[src/hw/rtl/cnh_pkg.sv]
// shared types, codes and the angle-to-sector function for the canny nms/hysteresis block
// no dependencies
package cnh_pkg;

    localparam int MAG_W     = 11;
    localparam int ANG_W     = 12;
    localparam int SEC_W     = 4;
    localparam int CLS_W     = 2;
    localparam int ROW_W     = 12;
    localparam int CFG_W     = 12;
    localparam int IDX_W     = 2;
    localparam int MIN_DIM   = 3;
    localparam int OUT_DEPTH = 8;
    localparam int OCC_W     = $clog2(OUT_DEPTH + 1);
    localparam int QPTR_W    = $clog2(OUT_DEPTH);

    // angle limits in tenths of a degree
    localparam int ANG_FLAT_LO  = 150;
    localparam int ANG_FLAT_MLO = 1650;
    localparam int ANG_FLAT_MHI = 1950;
    localparam int ANG_FLAT_HI  = 3450;
    localparam int ANG_S1       = 225;
    localparam int ANG_S2       = 675;
    localparam int ANG_S3       = 1125;
    localparam int ANG_S4       = 1575;
    localparam int ANG_S5       = 2025;
    localparam int ANG_S6       = 2475;
    localparam int ANG_S7       = 2925;
    localparam int ANG_S0       = 3375;

    typedef enum logic [IDX_W-1:0] {
        REG_LOW    = 2'd0,
        REG_HIGH   = 2'd1,
        REG_WIDTH  = 2'd2,
        REG_HEIGHT = 2'd3
    } cfg_reg_t;

    typedef enum logic {
        OP_PIXEL = 1'b0,
        OP_DRAIN = 1'b1
    } opcode_t;

    typedef enum logic [SEC_W-1:0] {
        SEC_H0    = 4'd0,
        SEC_D45   = 4'd1,
        SEC_V90   = 4'd2,
        SEC_D135  = 4'd3,
        SEC_H180  = 4'd4,
        SEC_D225  = 4'd5,
        SEC_V270  = 4'd6,
        SEC_D315  = 4'd7,
        SEC_FLAT  = 4'd8
    } sector_t;

    localparam logic [CLS_W-1:0] CLS_NONE   = 2'd0;
    localparam logic [CLS_W-1:0] CLS_WEAK   = 2'd1;
    localparam logic [CLS_W-1:0] CLS_STRONG = 2'd2;

    // control of one stream position entering the line stores
    typedef struct packed {
        logic valid;
        logic have;
        logic q_ok;
        logic p_ok;
    } adv_ctl_t;

    // classified position on its way to the hysteresis stage
    typedef struct packed {
        logic             valid;
        logic             p_valid;
        logic [CLS_W-1:0] cls;
    } cls_ctl_t;

    typedef struct packed {
        logic edge_res;
        logic frame_end;
    } result_t;

    function automatic logic [SEC_W-1:0] sector_of(input logic [ANG_W-1:0] a);
        logic [SEC_W-1:0] s;
        if ((a inside {[ANG_FLAT_MLO:ANG_FLAT_MHI]}) || a <= ANG_FLAT_LO || a >= ANG_FLAT_HI)
            s = SEC_FLAT;
        else if (a < ANG_S1 || a >= ANG_S0)
            s = SEC_H0;
        else if (a < ANG_S2)
            s = SEC_D45;
        else if (a < ANG_S3)
            s = SEC_V90;
        else if (a < ANG_S4)
            s = SEC_D135;
        else if (a < ANG_S5)
            s = SEC_H180;
        else if (a < ANG_S6)
            s = SEC_D225;
        else if (a < ANG_S7)
            s = SEC_V270;
        else
            s = SEC_D315;
        return s;
    endfunction

endpackage

[src/hw/rtl/cnh_out_fifo.sv]
// result queue between the pipeline and the output channel
// depends on cnh_pkg
module cnh_out_fifo (
    input  logic                        clk,
    input  logic                        rst_n,
    input  logic                        push,
    input  cnh_pkg::result_t            push_data,
    output logic                        out_valid,
    input  logic                        out_ready,
    output cnh_pkg::result_t            out_data,
    output logic [cnh_pkg::OCC_W-1:0]   count
);
    import cnh_pkg::*;

    result_t           q_reg [OUT_DEPTH];
    logic [QPTR_W-1:0] wr_reg, rd_reg;
    logic [OCC_W-1:0]  cnt_reg;
    logic              pop;

    assign out_valid = (cnt_reg != '0);
    assign out_data  = q_reg[rd_reg];
    assign pop       = out_valid && out_ready;
    assign count     = cnt_reg;

    always_ff @(posedge clk)
    begin
        if (push)
            q_reg[wr_reg] <= push_data;
    end

    always_ff @(posedge clk or negedge rst_n)
    begin
        if (!rst_n)
        begin
            wr_reg  <= '0;
            rd_reg  <= '0;
            cnt_reg <= '0;
        end
        else
        begin
            if (push)
                wr_reg <= wr_reg + 1'b1;
            if (pop)
                rd_reg <= rd_reg + 1'b1;
            cnt_reg <= cnt_reg + OCC_W'(push) - OCC_W'(pop);
        end
    end

endmodule

[config.mk]
export PLATFORM = sky130hd
export DESIGN_NAME = cnh_out_fifo
export DESIGN_NICKNAME = d
export VERILOG_FILES = /design/src/hw/rtl/cnh_pkg.sv /design/src/hw/rtl/cnh_out_fifo.sv
export SDC_FILE = /design/constraint.sdc
export NUM_CORES = 1
export LEC_CHECK = 0
export BUFFER_PORTS_ARGS = -buffer_cell sky130_fd_sc_hd__buf_2
export CAP_MARGIN = 20
export CELL_PAD_IN_SITES_DETAIL_PLACEMENT = 2
export CELL_PAD_IN_SITES_GLOBAL_PLACEMENT = 2
export CORE_UTILIZATION = 40
export CTS_CLUSTER_SIZE = 12
export DETAILED_ROUTE_END_ITERATION = 8
export HOLD_SLACK_MARGIN = 0.08
export PLACE_DENSITY = 0.77
export SLEW_MARGIN = 20
export SYNTH_ARGS = -nofsm -noshare
export SYNTH_HDL_FRONTEND = slang
export SYNTH_SLANG_ARGS = --single-unit
[constraint.sdc]
create_clock -name clk -period 2.88 [get_ports clk]
set_input_delay 0.864 -clock clk [delete_from_list [all_inputs] [get_ports clk]]
set_output_delay 0.864 -clock clk [all_outputs]
set_load 0.02 [all_outputs]
==> impl_metrics.env <==
export IMPL_ys_ff_latch=26
export IMPL_r2r_setup_slack_ns=0.27
export IMPL_clockBufferDepth=2
export IMPL_drt_iter0_drc=5
export IMPL_cts_reportedPaths_clkPinSlew_ns=0.15
export IMPL_cts_sinks=26
export IMPL_via_per_inst=5.333
export IMPL_hp_class="in -> async"
export IMPL_critPathLaunchType="flop"
export IMPL_drtPass1Iterations=3
export IMPL_ant_nets=0
export IMPL_cp_required_ns=2.02
export IMPL_finalHoldViolations=0
export IMPL_cts_made_buffers=3
export IMPL_grt_pass1_wl_mm=3.960
export IMPL_gr_total_overflow=0
export IMPL_nNetsFinal=107
export IMPL_core_area_um2=2781
export IMPL_max_freq_ghz=0.3655
export IMPL_syn_nets=91
export IMPL_synth_compound_area_share_pct=1.062
export IMPL_cp_end_kind="output port"
export IMPL_timing_hold_ws_ns=0.3658
export IMPL_fin_crit_sh_pct=94.99
export IMPL_largest_register_ffs=16
export IMPL_area_delta_synth_final_pct=9.660
export IMPL_cpPeakStageDelay_ns=0.60
export IMPL_num_vias=656
export IMPL_place_gp_congestion=0.6742
export IMPL_dr_wl_met3_um=34
export IMPL_clock_latency_ns=0.33
export IMPL_dpl_hpwl_mm=1.839
export IMPL_power_leakage_nw=0.5414
export IMPL_yosys_area_share_adder_pct=9.130
export IMPL_postCtsHoldBufs=0
export IMPL_netlist_area_um2=1179
export IMPL_ios=13
export IMPL_critPathTopFamily="multiplexers"
export IMPL_antenna_found_initial=0
export IMPL_grt_max_degree=15
export IMPL_avgSynthCellArea_um2=15.31
export IMPL_setup_tns_ns=0
export IMPL_cp_arrival_ns=1.87
export IMPL_drc_errors=0
export IMPL_wl_met1_mm=1.079
export IMPL_worst_pin_slew_ns=0.4770
export IMPL_cts_tree="yes"
export IMPL_num_rows=19
export IMPL_ir_drop_mv=0.6023
export IMPL_synthSimpleGateAreaFrac_pct=6.794
export IMPL_die_w_um=56.28
export IMPL_postCtsSetupRepairBufs=0
export IMPL_yosysUniqueCellTypes=18
export IMPL_synth_top_family_by_area="multiplexers"
export IMPL_drive_above_1_share_pct=21.74
export IMPL_ctsRootBufferMaster="clkbuf_4"
export IMPL_cp_slowest_cell="mux4_1"
export IMPL_setup_viol=0
export IMPL_top_layer="met4"
export IMPL_max_cap_violations=0
export IMPL_route_met2_wl_mm=1.206
export IMPL_place_inst=119
export IMPL_status="completed"
export IMPL_dpl_cell_area_um2=1266
export IMPL_antennaDiodeCount=0
export IMPL_yosysWarnings=0
export IMPL_worstPathBufferInverterCount=1
export IMPL_wl_mm=2.343
export IMPL_rsz0062_at_grt="no"
export IMPL_htreeDepth=1
export IMPL_fin_crit_ns=2.736
export IMPL_synth_xor_area_share_pct=4.459
export IMPL_cts_resized=0
export IMPL_slew_limit_headroom_pct=67.95
export IMPL_power_density_nw_per_um2=1049
export IMPL_cp_max_fo=6
export IMPL_critPathKind="reg -> out"
export IMPL_portBuffers=12
export IMPL_final_cells=123
export IMPL_die_area_um2=3167
export IMPL_die_y_um=56.28
export IMPL_synth_mux_area_share_pct=12.74
export IMPL_yosysSeqAreaShare_pct=62.00
export IMPL_skew_ns=0.003086
export IMPL_grt_pass1_vias=744
export IMPL_fillers=278
export IMPL_netlist_instances=77
export IMPL_report_final_slew_viol_count=0
export IMPL_wire_per_inst_um=19.05
export IMPL_final_area_um2=1292
export IMPL_start_util_pct=42.38
export IMPL_cp_cell_sequence="mux4_1, mux2_2, buf_2"
export IMPL_grt_usage_pct=17.23
==> path summary, 6_finish.rpt <==
| path | start | end | depth (start not counted) |
|---|---|---|---|
| worst min-delay path | rst_n | wr_reg[2] | 1 |
| worst max-delay path | rd_reg[0] | out_data[0] | 3 |
| worst max register to register | count[2] | count[2] | 11 |
| worst min register to register | wr_reg[1] | wr_reg[1] | 1 |
| min in group clk | wr_reg[1] | wr_reg[1] | 1 |
| max in group asynchronous | rst_n | count[1] | 1 |
==> metrics by stage <==
stage	utilization [%]	setup slack [ns]	total power, W
after floorplan	-	0.3465	0.001034
after global placement	45.52	0.4184	0.001154
after detailed placement	45.52	0.2890	0.001214
after CTS	46.47	0.1178	0.001380
after global routing	46.47	0.04723	0.001462
final	46.47	0.1444	0.001356
==> cell type report <==
class / instances / area (um2) / area share [%]
timing repair buffer: 12 / 60.06 / 4.647
clock inverter: 1 / 3.754 / 0.2904
tap: 31 / 38.79 / 3.001
multi-input combinational: 41 / 402.9 / 31.17
inverter: 9 / 33.78 / 2.614
clock buffer: 3 / 22.52 / 1.742
sequential: 26 / 730.7 / 56.53
==> cells in the mapped netlist <==
master	number	area [um2]
dfrtp_1	10	250.2
nor3_1	2	10.01
mux2_2	4	45.04
xnor2_1	4	35.03
nand2b_1	3	18.77
nand3_1	1	5.000
fa_1	1	20.02
a21o_1	1	7.510
mux4_1	4	105.1
edfxtp_1	16	480.5
buf_6	1	11.26
a21oi_1	1	5.000
nand2_1	4	15.01
nor2_1	6	22.52
inv_1	9	33.78
ha_1	7	87.58
xor2_1	2	17.52
or3b_2	1	8.760
==> worst register-to-register path: cells and delay by family, from the launching register on <==
family	cells	cell delay (ns)
buffers and inverters	4	0.29
adder cells (fa/ha/maj)	4	1.02
XOR/XNOR	1	0.14
flip-flops	1	0.40
AND/OR/NAND/NOR	2	0.68
==> per-layer routing <==
metal | global-route usage [%] | vias up
li1 | - | 300
met5 | 0 | -
met1 | 23.27 | 342
met4 | 7.317 | 0
met2 | 28.23 | 10
met3 | 2.074 | 4
==> logic make-up (layout without fill, tap and decap cells) <==
logic type      count (synthesis)  after routing
fa+ha+maj                       8              8
flops                          26             26
mux                             8              8
simple gates                   17             17
xor+xnor                        6              6
buf+inv                        10             25
compound gates                  2              2
==> report_power, final <==
part	leakage (nW)	internal, W	switching, W
Combinational	0.264	0.000275	0.000298
Sequential	0.262	0.000510	0.000105
Clock	0.0154	0.0000510	0.000116
Total	0.541	0.000836	0.000520
==> placed cells by master, fill, tap and decap left out, drive strengths merged <==
cell type   n
a21o        1
a21oi       1
buf        12
clkbuf      3
clkinv      1
dfrtp      10
edfxtp     16
fa          1
ha          7
inv         9
mux2        4
mux4        4
nand2       4
nand2b      3
nand3       1
nor2        6
nor3        2
or3b        1
xnor2       4
xor2        2
Power figures use the tool's default switching activity.
